$ cat config.mk
export PLATFORM = sky130hd
export DESIGN_NAME = ps2_mouse_cursor_tracker
export DESIGN_NICKNAME = d
export VERILOG_FILES = /design/src/hdl/ps2mct_pkg.sv /design/src/hdl/ps2_mouse_cursor_tracker.sv
export SDC_FILE = /design/constraint.sdc
export NUM_CORES = 1
export LEC_CHECK = 0
export BUFFER_PORTS_ARGS = -buffer_cell sky130_fd_sc_hd__buf_4
export CAP_MARGIN = 30
export CORE_MARGIN = 2
export CORE_UTILIZATION = 60
export CTS_CLUSTER_SIZE = 25
export DETAILED_ROUTE_END_ITERATION = 8
export PLACE_DENSITY = 0.81
export SLEW_MARGIN = 20
export SYNTH_ARGS = -nofsm -noshare
export SYNTH_HDL_FRONTEND = slang
export SYNTH_SLANG_ARGS = --single-unit
$ cat constraint.sdc
create_clock -name i_clk -period 5.2 [get_ports i_clk]
set_clock_uncertainty 0.2 [all_clocks]
set_input_delay 0.78 -clock i_clk [delete_from_list [all_inputs] [get_ports i_clk]]
set_output_delay 0.78 -clock i_clk [all_outputs]
set_load 0.01 [all_outputs]
$ cat src/hdl/ps2mct_pkg.sv
// Package with the screen geometry, button layout and cursor arithmetic shared by the tracker.
package ps2mct_pkg;

    localparam int SCREEN_WIDTH  = 800;
    localparam int SCREEN_HEIGHT = 600;
    localparam int BUTTON_COUNT  = 9;
    localparam int MARGIN        = 20;

    localparam int POS_W  = 10;
    localparam int SUM_W  = 12;
    localparam int MASK_W = 9;

    // Highest position an axis may take after clamping, and the lowest (the margin).
    localparam logic [POS_W-1:0] X_LIMIT = POS_W'(SCREEN_WIDTH - MARGIN);
    localparam logic [POS_W-1:0] Y_LIMIT = POS_W'(SCREEN_HEIGHT - MARGIN);
    localparam logic [POS_W-1:0] LOW_LIMIT = POS_W'(MARGIN);

    // Packet byte zero bit positions.
    localparam int HEAD_LEFT   = 0;
    localparam int HEAD_RIGHT  = 1;
    localparam int HEAD_X_SIGN = 4;
    localparam int HEAD_Y_SIGN = 5;
    localparam int HEAD_X_OVF  = 6;
    localparam int HEAD_Y_OVF  = 7;

    // Button rectangles: left edge, top edge, and the far edges.
    typedef logic [POS_W:0] t_coord;

    localparam t_coord RECT_X0 [MASK_W] = '{
        11'd100, 11'd250, 11'd400, 11'd550,
        11'd100, 11'd250, 11'd400, 11'd550,
        11'd100
    };
    localparam t_coord RECT_Y0 [MASK_W] = '{
        11'd100, 11'd100, 11'd100, 11'd100,
        11'd190, 11'd190, 11'd190, 11'd190,
        11'd420
    };
    localparam t_coord RECT_X1 [MASK_W] = '{
        11'd240, 11'd390, 11'd540, 11'd690,
        11'd240, 11'd390, 11'd540, 11'd690,
        11'd240
    };
    localparam t_coord RECT_Y1 [MASK_W] = '{
        11'd180, 11'd180, 11'd180, 11'd180,
        11'd230, 11'd230, 11'd230, 11'd230,
        11'd500
    };

    // Clamp a signed sum to the range from the margin up to the given limit.
    function automatic logic [POS_W-1:0] clamp_axis(
        input logic signed [SUM_W-1:0] v,
        input logic [POS_W-1:0]        limit
    );
        logic [POS_W-1:0] res;
        if (v <= $signed({{(SUM_W-POS_W){1'b0}}, LOW_LIMIT})) begin
            res = LOW_LIMIT;
        end else if (v >= $signed({{(SUM_W-POS_W){1'b0}}, limit})) begin
            res = limit;
        end else begin
            res = v[POS_W-1:0];
        end
        return res;
    endfunction

    // One bit for each button that strictly contains the point.
    function automatic logic [MASK_W-1:0] hit_test(
        input logic [POS_W-1:0] x,
        input logic [POS_W-1:0] y
    );
        logic [MASK_W-1:0] mask;
        t_coord            xe;
        t_coord            ye;
        mask = '0;
        xe   = {1'b0, x};
        ye   = {1'b0, y};
        for (int i = 0; i < MASK_W; i++) begin
            if (i < BUTTON_COUNT && xe > RECT_X0[i] && xe < RECT_X1[i] &&
                ye > RECT_Y0[i] && ye < RECT_Y1[i]) begin
                mask[i] = 1'b1;
            end
        end
        return mask;
    endfunction

endpackage

$ cat src/hdl/ps2_mouse_cursor_tracker.sv
// Top level of the PS/2 mouse packet decoder and cursor tracker.
// A result appears in the output register in the cycle after the third byte of a packet
// is transferred in. Throughput: one byte per cycle, limited only by the single
// output register; bytes that do not complete a packet are never stalled.
// Reset (synchronous, active low) clears the byte count, the cursor position and the
// output valid flag; the two held header bytes are not reset.
module ps2_mouse_cursor_tracker
    import ps2mct_pkg::*;
(
    input  logic              i_clk,
    input  logic              i_rst_n,
    input  logic              i_in_valid,
    output logic              o_in_stall,
    input  logic [7:0]        i_mouse_byte,
    output logic              o_out_valid,
    input  logic              i_out_stall,
    output logic [POS_W-1:0]  o_cursor_x,
    output logic [POS_W-1:0]  o_cursor_y,
    output logic              o_left_pressed,
    output logic              o_right_pressed,
    output logic [MASK_W-1:0] o_hit_mask
);

    // Byte count of the packet being gathered: zero, one or two bytes held.
    logic [1:0]              r_byte_count;
    logic [1:0]              n_byte_count;
    logic [7:0]              r_head0;
    logic [7:0]              r_head1;
    logic [POS_W-1:0]        r_pos_x;
    logic [POS_W-1:0]        r_pos_y;
    logic [POS_W-1:0]        n_pos_x;
    logic [POS_W-1:0]        n_pos_y;

    logic                    r_out_valid;
    logic                    n_out_valid;
    logic [POS_W-1:0]        r_cursor_x;
    logic [POS_W-1:0]        r_cursor_y;
    logic                    r_left;
    logic                    r_right;
    logic [MASK_W-1:0]       r_hit_mask;

    logic                    last_byte;
    logic                    in_xfer;
    logic                    out_xfer;
    logic                    pkt_done;
    logic signed [SUM_W-1:0] dx;
    logic signed [SUM_W-1:0] dy;
    logic signed [SUM_W-1:0] sum_x;
    logic signed [SUM_W-1:0] sum_y;
    logic [MASK_W-1:0]       hits;

    // The third byte of a packet needs room in the output register; the first two
    // bytes only update the header and are always taken.
    assign last_byte  = r_byte_count[1];
    assign o_in_stall = last_byte && r_out_valid && i_out_stall;
    assign in_xfer    = i_in_valid && !o_in_stall;
    assign out_xfer   = r_out_valid && !i_out_stall;
    assign pkt_done   = in_xfer && last_byte;

    // The movement fields are 9-bit two's complement, with the sign held in the header.
    // The position is extended to a signed sum so that a move past the low margin
    // clamps instead of wrapping around.
    always_comb begin
        dx    = $signed({{(SUM_W-8){r_head0[HEAD_X_SIGN]}}, r_head1});
        dy    = $signed({{(SUM_W-8){r_head0[HEAD_Y_SIGN]}}, i_mouse_byte});
        sum_x = $signed({{(SUM_W-POS_W){1'b0}}, r_pos_x}) + dx;
        sum_y = $signed({{(SUM_W-POS_W){1'b0}}, r_pos_y}) - dy;

        // An axis whose overflow bit is set keeps its old position.
        n_pos_x = r_head0[HEAD_X_OVF] ? r_pos_x : clamp_axis(sum_x, X_LIMIT);
        n_pos_y = r_head0[HEAD_Y_OVF] ? r_pos_y : clamp_axis(sum_y, Y_LIMIT);

        // Buttons are only tested while the left button is held.
        hits = r_head0[HEAD_LEFT] ? hit_test(n_pos_x, n_pos_y) : '0;
    end

    always_comb begin
        n_byte_count = r_byte_count;
        if (in_xfer) begin
            n_byte_count = last_byte ? 2'd0 : r_byte_count + 2'd1;
        end
    end

    always_comb begin
        n_out_valid = r_out_valid;
        if (pkt_done) begin
            n_out_valid = 1'b1;
        end else if (out_xfer) begin
            n_out_valid = 1'b0;
        end
    end

    always_ff @(posedge i_clk) begin
        if (!i_rst_n) begin
            r_byte_count <= 2'd0;
            r_pos_x      <= '0;
            r_pos_y      <= '0;
            r_out_valid  <= 1'b0;
        end else begin
            r_byte_count <= n_byte_count;
            r_out_valid  <= n_out_valid;
            if (pkt_done) begin
                r_pos_x <= n_pos_x;
                r_pos_y <= n_pos_y;
            end
        end
    end

    // Header bytes and the result payload need no reset.
    always_ff @(posedge i_clk) begin
        if (in_xfer && r_byte_count == 2'd0) begin
            r_head0 <= i_mouse_byte;
        end
        if (in_xfer && r_byte_count == 2'd1) begin
            r_head1 <= i_mouse_byte;
        end
        if (pkt_done) begin
            r_cursor_x <= n_pos_x;
            r_cursor_y <= n_pos_y;
            r_left     <= r_head0[HEAD_LEFT];
            r_right    <= r_head0[HEAD_RIGHT];
            r_hit_mask <= hits;
        end
    end

    assign o_out_valid     = r_out_valid;
    assign o_cursor_x      = r_cursor_x;
    assign o_cursor_y      = r_cursor_y;
    assign o_left_pressed  = r_left;
    assign o_right_pressed = r_right;
    assign o_hit_mask      = r_hit_mask;

endmodule

# After elaboration in Yosys (flattened, before gate mapping)

Cells that the tools add are included.

Register bits after elaboration: 70

Equality and inequality tests: 1
Reductions and logical operators: 33
Mux-type cells: 18
Add/sub/neg operators: 3
Magnitude comparators: 18

Operators by type and width:

| operator                                                         | number |
|---|---|
| 2-to-1 mux 10 bit                                                | 6 |
| less-than comparator 10 x 8 -> 1 bit (second input constant)     | 3 |
| logical AND 1 bit                                                | 29 |
| >= comparator 12 x 11 -> 1 bit (second input constant)           | 2 |
| less-or-equal comparator 12 x 6 -> 1 bit (second input constant) | 2 |
| > comparator 10 x 7 -> 1 bit (second input constant)             | 2 |
| > comparator 10 x 8 -> 1 bit (second input constant)             | 2 |
| > comparator 10 x 9 -> 1 bit (second input constant)             | 2 |
| less-than comparator 10 bit (second input constant)              | 2 |
| less-than comparator 10 x 9 -> 1 bit (second input constant)     | 2 |
| adder 11 x 9 -> 12 bit                                           | 1 |
| subtractor 11 x 9 -> 12 bit                                      | 1 |
| 2-to-1 mux 1 bit                                                 | 11 |
| > comparator 10 bit (second input constant)                      | 1 |
| adder 2 x 1 -> 2 bit (second input constant)                     | 1 |
| == test 2 x 1 -> 1 bit (second input constant)                   | 1 |
| zero test 1 bit                                                  | 2 |
| zero test 2 bit                                                  | 1 |
| 2-to-1 mux 2 bit                                                 | 1 |
| nonzero test 2 bit                                               | 1 |

# Logic depth before layout (Yosys ltp)

Gate-level depths: netlist (run 1).

Depth in word-level cells: 10
Mapped depth: 15
Depth with buffers taken out: 15

# Worst setup path after synthesis (run 1)

OpenSTA, ideal clock, no wires.

Path type: input port to flip-flop
Start point: in i_mouse_byte[0]
End point: reg r_hit_mask[1] (netlist: o_hit_mask[1]), data pin
Arrival time: 3.762 ns
Cell stages on the path: 13
Setup time: 0.176 ns
Path slack: 1.062 ns
Required time: 4.824 ns
Cells stage by stage: ha_1 > fa_1 > nand2b_1 > a211oi_1 > or2_1 > xnor2_1 > nand3_1 > a211oi_1 > a221o_1 > a211oi_2 > or4_4 > a21o_1 > nor4_1

Word-level cells in the longest chain between the ends: 9
Elaborated cells on any way between the ends: 11
Those cells by class: add/sub: 1; order compare: 4; mux: 4; reduce/logical: 2

RTL lines:

| what                            | RTL line                        | text |
|---|---|---|
| from (decl)                     | ps2_mouse_cursor_tracker.sv:14  | `input logic [7:0] i_mouse_byte,` |
| subtractor 11 x 9 -> 12 bit (*) | ps2_mouse_cursor_tracker.sv:67  | `sum_y = $signed({{(SUM_W-POS_W){1'b0}}, r_pos_y}) - dy;` |
| >= comparator 12 x 11 -> 1 bit  | ps2mct_pkg.sv:58                | `end else if (v >= $signed({{(SUM_W-POS_W){1'b0}}, limit})) begin` |
| 2-to-1 mux 10 bit               | ps2mct_pkg.sv:58                |  |
| 2-to-1 mux 10 bit (*)           | ps2mct_pkg.sv:56                | `if (v <= $signed({{(SUM_W-POS_W){1'b0}}, LOW_LIMIT})) begin` |
| 2-to-1 mux 10 bit (*)           | ps2_mouse_cursor_tracker.sv:71  | `n_pos_y = r_head0[HEAD_Y_OVF] ? r_pos_y : clamp_axis(sum_y, Y_LIMIT);` |
| net n_pos_y[4]                  | ps2_mouse_cursor_tracker.sv:32  | `logic [POS_W-1:0] n_pos_y;` |
| > comparator 10 x 7 -> 1 bit    | ps2mct_pkg.sv:79                | `ye > RECT_Y0[i] && ye < RECT_Y1[i]) begin` |
| logical AND 1 bit               | ps2mct_pkg.sv:78                | `if (i < BUTTON_COUNT && xe > RECT_X0[i] && xe < RECT_X1[i] &&` |
| logical AND 1 bit (*)           | ps2mct_pkg.sv:79                |  |
| 2-to-1 mux 1 bit (*)            | ps2mct_pkg.sv:78                |  |
| to (signal assigned)            | ps2_mouse_cursor_tracker.sv:122 | `r_hit_mask <= hits;` |
| to (decl)                       | ps2_mouse_cursor_tracker.sv:40  | `logic [MASK_W-1:0] r_hit_mask;` |

Mark *: on every way through the listed nets, which the timed path passes. The rest lies on a longest branch.
A chain may end at the register's enable or synchronous reset.

# Worst setup path in the final report (run 1)

Start point: reg r_head1[0]
End point: reg r_hit_mask[8] (netlist: o_hit_mask[8]), data pin

Word-level cells in the longest chain between the ends: 10
Elaborated cells on any way between the ends: 12
Those cells by class: add/sub: 1; order compare: 4; mux: 4; reduce/logical: 3

RTL lines:

| what                                                                                        | RTL line                        | text |
|---|---|---|
| from (decl)                                                                                 | ps2_mouse_cursor_tracker.sv:28  | `logic [7:0] r_head1;` |
| from (signal assigned)                                                                      | ps2_mouse_cursor_tracker.sv:115 | `r_head1 <= i_mouse_byte;` |
| adder 11 x 9 -> 12 bit (*)                                                                  | ps2_mouse_cursor_tracker.sv:66  | `sum_x = $signed({{(SUM_W-POS_W){1'b0}}, r_pos_x}) + dx;` |
| >= comparator 12 x 11 -> 1 bit                                                              | ps2mct_pkg.sv:58                |  |
| 2-to-1 mux 10 bit                                                                           | ps2mct_pkg.sv:58                |  |
| 2-to-1 mux 10 bit (*)                                                                       | ps2mct_pkg.sv:56                |  |
| 2-to-1 mux 10 bit (*)                                                                       | ps2_mouse_cursor_tracker.sv:70  | `n_pos_x = r_head0[HEAD_X_OVF] ? r_pos_x : clamp_axis(sum_x, X_LIMIT);` |
| net n_pos_x[3]                                                                              | ps2_mouse_cursor_tracker.sv:31  | `logic [POS_W-1:0] n_pos_x;` |
| > comparator 10 x 7 -> 1 bit / less-than comparator 10 x 8 -> 1 bit (equally long branches) | ps2mct_pkg.sv:78                |  |
| logical AND 1 bit (*) (2 in a row)                                                          | ps2mct_pkg.sv:78                |  |
| logical AND 1 bit (*)                                                                       | ps2mct_pkg.sv:79                |  |
| 2-to-1 mux 1 bit (*)                                                                        | ps2mct_pkg.sv:78                |  |

Marked as above.

==> flow_metrics.env, run 1 <==
export IMPL_p_total_mw=1.33
export IMPL_synthDistinctLibCells=86
export IMPL_grt_usage_pct=26.9
export IMPL_startpoint_type="register"
export IMPL_ys_async_sr_fraction_pct=0
export IMPL_ys_ff_latch=68
export IMPL_num_vias=4116
export IMPL_ctsLongestPathBuffers=2
export IMPL_wirelength_um=10900
export IMPL_min_period_ns=4.47
export IMPL_most_common_layout_cells="nor2_1 (50), buf_4 (46), nand2_1 (45), edfxtp_1 (45), a21oi_1 (34)"
export IMPL_core_area_um2=7690
export IMPL_antenna_found_initial=0
export IMPL_cts_buffers=9
export IMPL_finalCritPeriodShare_pct=85.9
export IMPL_vdd_drop_max_v=0.000146
export IMPL_maxCapViolCount=0
export IMPL_seq_area_frac_synth_pct=38.4
export IMPL_grt_ovfl_total=0
export IMPL_holdPathStages=2
export IMPL_start_util_pct=61.3
export IMPL_worst_path_max_fanout=7
export IMPL_clk_latency_ns=0.35
export IMPL_critical_path_top_delay_family="compound AO/OA/AOI/OAI gates"
export IMPL_layout_cells_non_filler=647
export IMPL_p_leak_nw=2.15
export IMPL_fin_ws_ns=0.735
export IMPL_die_area_um2=8580
export IMPL_grt_max_degree=35
export IMPL_antenna_cells=0
export IMPL_status="finished, final reports clean"
export IMPL_die_y_um=92.6
export IMPL_placedCellCount=631
export IMPL_gp_congestion=0.930
export IMPL_drv_slew=0
export IMPL_synth_edf_count=45
export IMPL_grt_pass1_vias=3762
export IMPL_drive_gt1_share_pct=18.0
export IMPL_hold_slack_ns=0.304
export IMPL_crit_slowest_cell="fa_1"
export IMPL_synth_top_area_share_pct=28.7
export IMPL_rsz0062_at_grt="no"
export IMPL_place_ws_ns=0.510
export IMPL_ys_top_cells_by_area="edfxtp_1 (29%), dfxtp_1 (9.8%), ha_1 (5.8%)"
export IMPL_min_to="r_pos_y[9]$_SDFFE_PN0P_"
export IMPL_vias_per_cell=6.36
export IMPL_netlist_instances=500
export IMPL_yosysTopAreaCell="edfxtp_1"
export IMPL_cts_tree="built"
export IMPL_arrival_ns=4.37
export IMPL_io_buffers=44
export IMPL_area_delta_synth_final_pct=12.4
export IMPL_htree_levels=3
export IMPL_final_nets=576
export IMPL_r2r_setup_slack_ns=0.73
export IMPL_clockRootBuffer="clkbuf_8"
export IMPL_hold_path_startpoint="r_pos_y[9]$_SDFFE_PN0P_"
export IMPL_synth_net_count=536
export IMPL_drt_iter0_drc=266
export IMPL_setup_viol=0
export IMPL_slew_headroom_pct=39.5
export IMPL_finalHoldViolCount=0
export IMPL_ant_nets=0
export IMPL_dr_pass1_iters=7
export IMPL_cts_sinks=68
export IMPL_timing_rr_start="r_head1[0]$_DFFE_PP_"
export IMPL_cts_resized_gates=0
export IMPL_io_pin_count=45
export IMPL_hold_path_class="reg2reg"
export IMPL_die_w_um=92.6
export IMPL_drc=0
export IMPL_ctsHoldBuffers=0
export IMPL_end_kind="register"
export IMPL_slowest_delay_ns=0.45
export IMPL_num_rows=32
export IMPL_reg2regPathDepth=12
export IMPL_path_clk_slew_ns=0.08
export IMPL_worst_pin_slew_ns=0.906
export IMPL_ys_flop_type="edfxtp_1"
export IMPL_path_cells="ha_1 > fa_1 > a21o_1 > a221o_1 > mux2_4 > or2_4 > nor4_4 > o311ai_2 > or2_1 > a211oi_1 > or4_1 > nor2_1"
export IMPL_wl_per_cell_um=16.9
export IMPL_final_common_cell="nor2_1"
export IMPL_timing_rr_end="o_hit_mask[8]$_SDFFCE_PN0P_"
export IMPL_critPathKind="reg2reg"
export IMPL_dp_hpwl_um=8250
export IMPL_powerDensity_nw_per_um2=251
export IMPL_syn_area_um2=4710
export IMPL_tns_ns=0
export IMPL_yosys_warnings=0
export IMPL_clock_fmax_mhz=224
export IMPL_grt_pass1_wl_um=18300
export IMPL_cts_setup_buffers=0
export IMPL_worst_path_buf_inv=0
export IMPL_required_ns=5.11
export IMPL_synth_area_per_cell_um2=9.42
==> worst max path at each step <==
stage                                    start                     endpoint  slack [ns]  cells past startpoint
final                     r_head1[0]$_DFFE_PP_  o_hit_mask[8]$_SDFFCE_PN0P_        0.73                     12
after global placement         i_mouse_byte[0]  o_hit_mask[1]$_SDFFCE_PN0P_        0.72                     14
after detailed placement       i_mouse_byte[0]  o_hit_mask[1]$_SDFFCE_PN0P_        0.51                     14
after floorplan                i_mouse_byte[0]  o_hit_mask[1]$_SDFFCE_PN0P_        1.06                     13
after global routing           i_mouse_byte[0]  o_hit_mask[1]$_SDFFCE_PN0P_        0.47                     14
after CTS                 r_head1[0]$_DFFE_PP_  o_hit_mask[8]$_SDFFCE_PN0P_        0.78                     12
==> where the power goes <==
| part | internal [mW] | leakage (nW) | total, mW | switching, mW |
|---|---|---|---|---|
| sequential | 0.592 | 0.614 | 0.608 | 0.0168 |
| combinational | 0.101 | 1.43 | 0.265 | 0.164 |
| clock | 0.230 | 0.0988 | 0.454 | 0.225 |
| total | 0.922 | 2.15 | 1.33 | 0.406 |
==> state kept, by name, summed over array words and instances, names as in the netlist <==
signal and count:
o_cursor_x 10, r_byte_count 2, o_left_pressed 1, r_pos_x 10
r_head1 8, r_head0 6, o_cursor_y 10, o_out_valid 1
o_hit_mask 9, o_right_pressed 1, r_pos_y 10
==> Yosys cell counts (4+ instances only) <==
master	n
or2_2	4
nand2_1	45
o2111ai_1	5
edfxtp_1	45
ha_1	22
a211oi_1	8
nand2b_1	13
and3_1	12
o21ai_1	5
o211ai_1	4
o211a_1	5
a22oi_1	4
and2_1	4
o21a_1	5
o21ai_0	19
xnor2_1	7
nor2b_1	5
nor4_1	8
clkbuf_1	9
a21oi_1	34
nand3_1	11
a21o_1	11
nor3_1	22
inv_1	26
dfxtp_1	23
nor2_1	50
o31a_1	4
==> routing by layer <==
layer,share of wire [%],up-vias,GRT usage (%)
met5,0,-,0
met4,1.5,0,9.31
met3,7.9,18,4.72
met2,45,183,40.9
met1,46,1951,39.0
li1,-,1964,-
==> kinds of logic after synthesis <==
group / share of synthesized area [%]
adders and majority gates: 6.69
xor gates and xnor gates: 1.86
buffers and inverters: 4.17
muxes: 1.75
AOI/OAI and AO/OA: 24.4
DFF: 38.4
and+or+nand+nor: 22.7
==> worst min-delay path, cell delays in order (launching register included) <==
cell,delay (ns)
dfxtp_1,0.35
nand2_1,0.06
a21oi_1,0.05
==> per-stage QoR <==
step / util, % / area, um2
floorplan: - / 4710
global placement: 66.2 / 5090
detailed placement: 66.2 / 5090
CTS: 68.9 / 5300
global route: 68.9 / 5300
finish: 68.9 / 5300
==> final cells by class <==
class | instances | area (um2)
Inverter | 27 | 101
Fill cell | 612 | 2390
Sequential cell | 68 | 1810
Multi-Input combinational cell | 388 | 2700
Clock inverter | 7 | 82.6
Tap cell | 102 | 128
Timing Repair Buffer | 46 | 345
Clock buffer | 9 | 124
Note: power is estimated with default switching activity, not from simulation.
==> run 2, diff against run 1 <==
CELL_PAD_IN_SITES_DETAIL_PLACEMENT = 0   (was not set)
CELL_PAD_IN_SITES_GLOBAL_PLACEMENT = 2   (was not set)
CORE_UTILIZATION = 41   (was 60)
PLACE_DENSITY = not set   (was 0.81)
PLACE_DENSITY_LB_ADDON = 0.1   (was not set)
clock period = 5.15 ns   (was 5.2 ns; I/O delays follow)
==> run 2 against run 1 <==
Maximum frequency shrank 0.65%. Setup slack worse by 0.079 ns. Clock-buffer cell count unchanged. Non-clock buffer count increased by 1. Core utilization is 21 points lower. Largest power group is now clock. Combinational power up 3%. First-iteration DRC count fell by 21%.
==> flow_metrics.env, run 2 (same netlist as run 1, synthesis figures left out) <==
export IMPL_dr_pass1_iters=5
export IMPL_cts_sinks=68
export IMPL_slew_headroom_pct=44.4
export IMPL_combPwrFrac_pct=17.5
export IMPL_io_buffers=44
export IMPL_layout_cells_non_filler=689
export IMPL_clk_latency_ns=0.33
export IMPL_p_total_mw=1.56
export IMPL_path_clk_slew_ns=0.06
export IMPL_maxCapViolCount=0
export IMPL_finalCritPeriodShare_pct=87.3
export IMPL_htree_levels=3
export IMPL_design_area_um2=5470
export IMPL_fin_ws_ns=0.656
export IMPL_dpl_cell_area_um2=5150
export IMPL_p_leak_nw=2.21
export IMPL_worst_path_max_fanout=7
export IMPL_placedCellCount=673
export IMPL_io_pin_count=45
export IMPL_die_w_um=111
export IMPL_start_util_pct=41.6
export IMPL_dp_hpwl_um=9450
export IMPL_num_vias=3915
export IMPL_grt_max_degree=31
export IMPL_swShare_pct=27.6
export IMPL_timing_rr_start="r_head1[0]$_DFFE_PP_"
export IMPL_gp_congestion=0.826
export IMPL_drc=0
export IMPL_grt_pass1_vias=3598
export IMPL_clockRootBuffer="clkbuf_16"
export IMPL_hold_path_class="reg2reg"
export IMPL_arrival_ns=4.38
export IMPL_startpoint_type="register"
export IMPL_place_ws_ns=0.422
export IMPL_die_y_um=111
export IMPL_vias_per_cell=5.68
export IMPL_power_share_sequential_pct=39.5
export IMPL_wl_per_cell_um=17.6
export IMPL_drive_gt1_share_pct=18.3
export IMPL_cts_buffers=9
export IMPL_clock_fmax_mhz=222
export IMPL_final_nets=577
export IMPL_antenna_found_initial=0
export IMPL_num_rows=39
export IMPL_end_kind="register"
export IMPL_powerDensity_nw_per_um2=285
export IMPL_timing_rr_end="o_hit_mask[8]$_SDFFCE_PN0P_"
export IMPL_die_area_um2=12400
export IMPL_tns_ns=0
export IMPL_p_sw_mw=0.430
export IMPL_drt_iter0_drc=209
export IMPL_rsz0062_at_grt="no"
export IMPL_status="finished, final reports clean"
export IMPL_cts_setup_buffers=0
export IMPL_worst_pin_slew_ns=0.833
export IMPL_setup_viol=0
export IMPL_p_clk_share_pct=43.0
export IMPL_drv_slew=0
export IMPL_holdPathStages=0
export IMPL_min_to="o_right_pressed$_DFFE_PP_"
export IMPL_finalHoldViolCount=0
export IMPL_cts_resized_gates=0
export IMPL_final_common_cell="nor2_1"
export IMPL_reg2regPathDepth=12
export IMPL_ctsLongestPathBuffers=2
export IMPL_r2r_setup_slack_ns=0.66
export IMPL_min_period_ns=4.49
export IMPL_antenna_cells=0
export IMPL_core_area_um2=11300
export IMPL_hold_path_startpoint="r_head0[1]$_DFFE_PP_"
export IMPL_vdd_drop_max_v=0.000202
export IMPL_required_ns=5.04
export IMPL_grt_ovfl_total=0
export IMPL_most_common_layout_cells="nor2_1 (50), buf_4 (46), nand2_1 (45), edfxtp_1 (45), a21oi_1 (34)"
export IMPL_ctsHoldBuffers=0
export IMPL_power_report_internal_total_mw=1.13
export IMPL_grt_pass1_wl_um=19700
export IMPL_grt_usage_pct=20.0
export IMPL_ant_nets=0
export IMPL_critPathKind="reg2reg"
export IMPL_area_delta_synth_final_pct=16.1
export IMPL_wirelength_um=12200
export IMPL_cts_tree="built"
==> run 2: layout make-up <==
class,count,area [um2]
Fill cell,1107,5850
Multi-Input combinational cell,388,2700
Sequential cell,68,1810
Timing Repair Buffer,47,350
Clock buffer,9,225
Tap cell,143,179
Inverter,27,101
Clock inverter,7,98.8
==> run 2: power groups by stage <==
stage	Combinational (mW)	Sequential (mW)	Clock, mW
floorplan	0.209	0.619	0
global placement	0.269	0.626	0
detailed placement	0.269	0.626	0
CTS	0.271	0.615	0.678
global route	0.300	0.617	0.701
finish	0.272	0.615	0.670
==> run 2: how the worst max path moves through the flow <==
| stage | start | to | slack, ns | cells past startpoint |
|---|---|---|---|---|
| 3_5_place_dp | i_mouse_byte[0] | o_hit_mask[3]$_SDFFCE_PN0P_ | 0.42 | 14 |
| 5_1_grt | i_mouse_byte[0] | o_hit_mask[3]$_SDFFCE_PN0P_ | 0.43 | 14 |
| 6_report | r_head1[0]$_DFFE_PP_ | o_hit_mask[8]$_SDFFCE_PN0P_ | 0.66 | 12 |
| 3_3_place_gp | i_mouse_byte[0] | o_hit_mask[6]$_SDFFCE_PN0P_ | 0.57 | 13 |
| 2_1_floorplan | i_mouse_byte[0] | o_hit_mask[1]$_SDFFCE_PN0P_ | 1.02 | 13 |
| 4_1_cts | r_head1[0]$_DFFE_PP_ | o_hit_mask[8]$_SDFFCE_PN0P_ | 0.67 | 12 |
==> run 2: metrics by stage <==
step / hold slack [ns] / util, %
after global placement: 0.218 / 45.4
after global routing: 0.250 / 48.3
final: 0.236 / 48.3
after floorplan: 0.200 / -
after detailed placement: 0.226 / 45.5
after CTS: 0.238 / 48.3
==> run 2: critical path, stage by stage (launching register included) <==
cell and delay (ns):
edfxtp_1 0.39, ha_1 0.26, fa_1 0.45, a21o_1 0.23
a221o_1 0.40, mux2_4 0.33, or2_4 0.28, nor4_4 0.46
o311ai_2 0.26, or2_1 0.28, a211oi_1 0.47, or4_1 0.19
nor2_1 0.04
==> run 2: layer usage <==
layer | global-route usage [%] | up-vias | part of all wire, %
li1 | - | 1974 | -
met1 | 30.9 | 1824 | 51
met2 | 28.7 | 107 | 42
met3 | 3.61 | 10 | 5.3
met4 | 4.94 | 0 | 1.0
met5 | 0 | - | 0
==> run 3, diff against run 2 <==
GPL_TIMING_DRIVEN = 0   (was not set)
SLEW_MARGIN = 25   (was 20)
==> run 3 against run 2 <==
Register-to-register slack got worse by 0.13 ns. Combinational power grew 5%. Non-clock buffer count up 16. Global-route usage is 1.2 points higher. Sequential cell count unchanged. Core utilization is 0.64 points higher. Maximum frequency is 2.9% lower. Clock-buffer cell count grew 1. Setup slack worse by 0.13 ns. Critical path type unchanged.
==> flow_metrics.env, run 3 (same netlist as run 1, synthesis figures left out) <==
export IMPL_status="finished, final reports clean"
export IMPL_clk_latency_ns=0.33
export IMPL_p_leak_nw=2.25
export IMPL_drt_iter0_drc=255
export IMPL_cts_resized_gates=0
export IMPL_r2r_setup_slack_ns=0.52
export IMPL_drv_slew=0
export IMPL_ant_nets=0
export IMPL_die_y_um=111
export IMPL_setup_viol=0
export IMPL_htree_levels=3
export IMPL_timing_rr_end="o_hit_mask[8]$_SDFFCE_PN0P_"
export IMPL_maxCapViolCount=0
export IMPL_vias_per_cell=5.70
export IMPL_cts_buffers=9
export IMPL_drc=0
export IMPL_min_to="o_right_pressed$_DFFE_PP_"
export IMPL_placedCellCount=689
export IMPL_clock_fmax_mhz=216
export IMPL_holdPathStages=0
export IMPL_cts_setup_buffers=0
export IMPL_reg2regPathDepth=12
export IMPL_critPathKind="reg2reg"
export IMPL_grt_max_degree=33
export IMPL_cts_tree="built"
export IMPL_rsz0062_at_grt="no"
export IMPL_cts_sinks=68
export IMPL_antenna_found_initial=0
export IMPL_ctsHoldBuffers=0
export IMPL_arrival_ns=4.51
export IMPL_wirelength_um=12500
export IMPL_slowest_delay_ns=0.51
export IMPL_powerDensity_nw_per_um2=270
export IMPL_hold_path_class="reg2reg"
export IMPL_grt_ovfl_total=0
export IMPL_path_cells="ha_1 > fa_1 > a21o_1 > a221o_1 > mux2_4 > or2_4 > nor4_4 > o311ai_2 > or2_1 > a211oi_1 > or4_1 > nor2_1"
export IMPL_core_area_um2=11300
export IMPL_io_pin_count=45
export IMPL_slew_headroom_pct=52.2
export IMPL_worst_path_buf_inv=0
export IMPL_grt_usage_pct=21.1
export IMPL_hold_path_startpoint="r_head0[1]$_DFFE_PP_"
export IMPL_vdd_drop_max_v=0.000159
export IMPL_tns_ns=0
export IMPL_wl_per_cell_um=17.7
export IMPL_die_area_um2=12400
export IMPL_start_util_pct=41.6
export IMPL_path_clk_slew_ns=0.07
export IMPL_grt_pass1_wl_um=20600
export IMPL_final_common_cell="nor2_1"
export IMPL_worst_pin_slew_ns=0.714
export IMPL_critical_path_top_delay_family="compound AO/OA/AOI/OAI gates"
export IMPL_area_delta_synth_final_pct=17.6
export IMPL_drive_gt1_share_pct=19.0
export IMPL_antenna_cells=0
export IMPL_ctsLongestPathBuffers=2
export IMPL_clockRootBuffer="clkbuf_16"
export IMPL_dr_pass1_iters=5
export IMPL_required_ns=5.04
export IMPL_finalHoldViolCount=0
export IMPL_crit_slowest_cell="a211oi_1"
export IMPL_dp_hpwl_um=9760
export IMPL_layout_cells_non_filler=705
export IMPL_final_nets=593
export IMPL_io_buffers=44
export IMPL_worst_path_max_fanout=7
export IMPL_timing_rr_start="r_head1[0]$_DFFE_PP_"
export IMPL_gp_congestion=0.873
export IMPL_most_common_layout_cells="nor2_1 (50), nand2_1 (45), buf_4 (45), edfxtp_1 (45), a21oi_1 (34)"
export IMPL_die_w_um=111
export IMPL_num_rows=39
export IMPL_finalCritPeriodShare_pct=89.9
export IMPL_startpoint_type="register"
export IMPL_min_period_ns=4.63
export IMPL_grt_pass1_vias=3806
export IMPL_end_kind="register"
export IMPL_num_vias=4022
export IMPL_hold_slack_ns=0.258
-- run 3: cell count changes in the layout (fill, tap and decap cells not counted), sizes merged --
| cell | change |
|---|---|
| buf | +6 |
| clkinvlp | +2 |
| clkbuf | +11 |
| inv | -1 |
| bufinv | -2 |
-- run 3: how the worst max path moves through the flow --
stage,start,cells past startpoint,slack [ns],end
global placement,i_mouse_byte[0],14,0.32,o_hit_mask[6]$_SDFFCE_PN0P_
CTS,r_head1[0]$_DFFE_PP_,12,0.54,o_hit_mask[8]$_SDFFCE_PN0P_
global route,i_mouse_byte[0],14,0.31,o_hit_mask[6]$_SDFFCE_PN0P_
floorplan,i_mouse_byte[0],13,1.02,o_hit_mask[1]$_SDFFCE_PN0P_
finish,r_head1[0]$_DFFE_PP_,12,0.52,o_hit_mask[8]$_SDFFCE_PN0P_
detailed placement,i_mouse_byte[0],14,0.33,o_hit_mask[6]$_SDFFCE_PN0P_
-- run 3: cell type report --
| type | instances | area (um2) |
|---|---|---|
| plain buffers | 17 | 96.3 |
| clock buffers | 10 | 250 |
| clock inverters | 6 | 45.0 |
| fillers | 1092 | 5780 |
| inverters | 27 | 101 |
| multi-input cells | 388 | 2700 |
| flip-flops and latches | 68 | 1810 |
| well taps | 143 | 179 |
| repair buffers | 46 | 355 |
-- run 3: report_power, final --
group / total [mW] / switching (mW) / internal (mW)
clock: 0.602 / 0.245 / 0.357
sequential: 0.612 / 0.0136 / 0.598
combinational: 0.285 / 0.177 / 0.108
total: 1.50 / 0.436 / 1.06
-- run 3: worst register-to-register path, delay by kind of cell, from the launching register on --
kind	cells	cell delay [ns]
muxes	1	0.34
DFF	1	0.39
and+or+nand+nor	5	1.31
AOI/OAI and AO/OA	4	1.42
adders and majority gates	2	0.72
-- run 3: metal layers --
metal | up-vias | wire length [um] | track usage (%)
met5 | - | 0 | 0
met4 | 0 | 247 | 7.49
met3 | 18 | 666 | 3.17
met2 | 118 | 5170 | 30.2
met1 | 1888 | 6420 | 32.3
li1 | 1998 | - | -
-- run 3: through the flow --
stage / util [%] / worst slack, ns / power [mW] / area, um2
3_3_place_gp: 46.1 / 0.324 / 0.902 / 5220
6_report: 49.0 / 0.522 / 1.50 / 5540
3_5_place_dp: 46.4 / 0.335 / 0.906 / 5250
2_1_floorplan: - / 1.02 / 0.828 / 4710
5_1_grt: 49.0 / 0.308 / 1.57 / 5540
4_1_cts: 49.0 / 0.538 / 1.50 / 5540
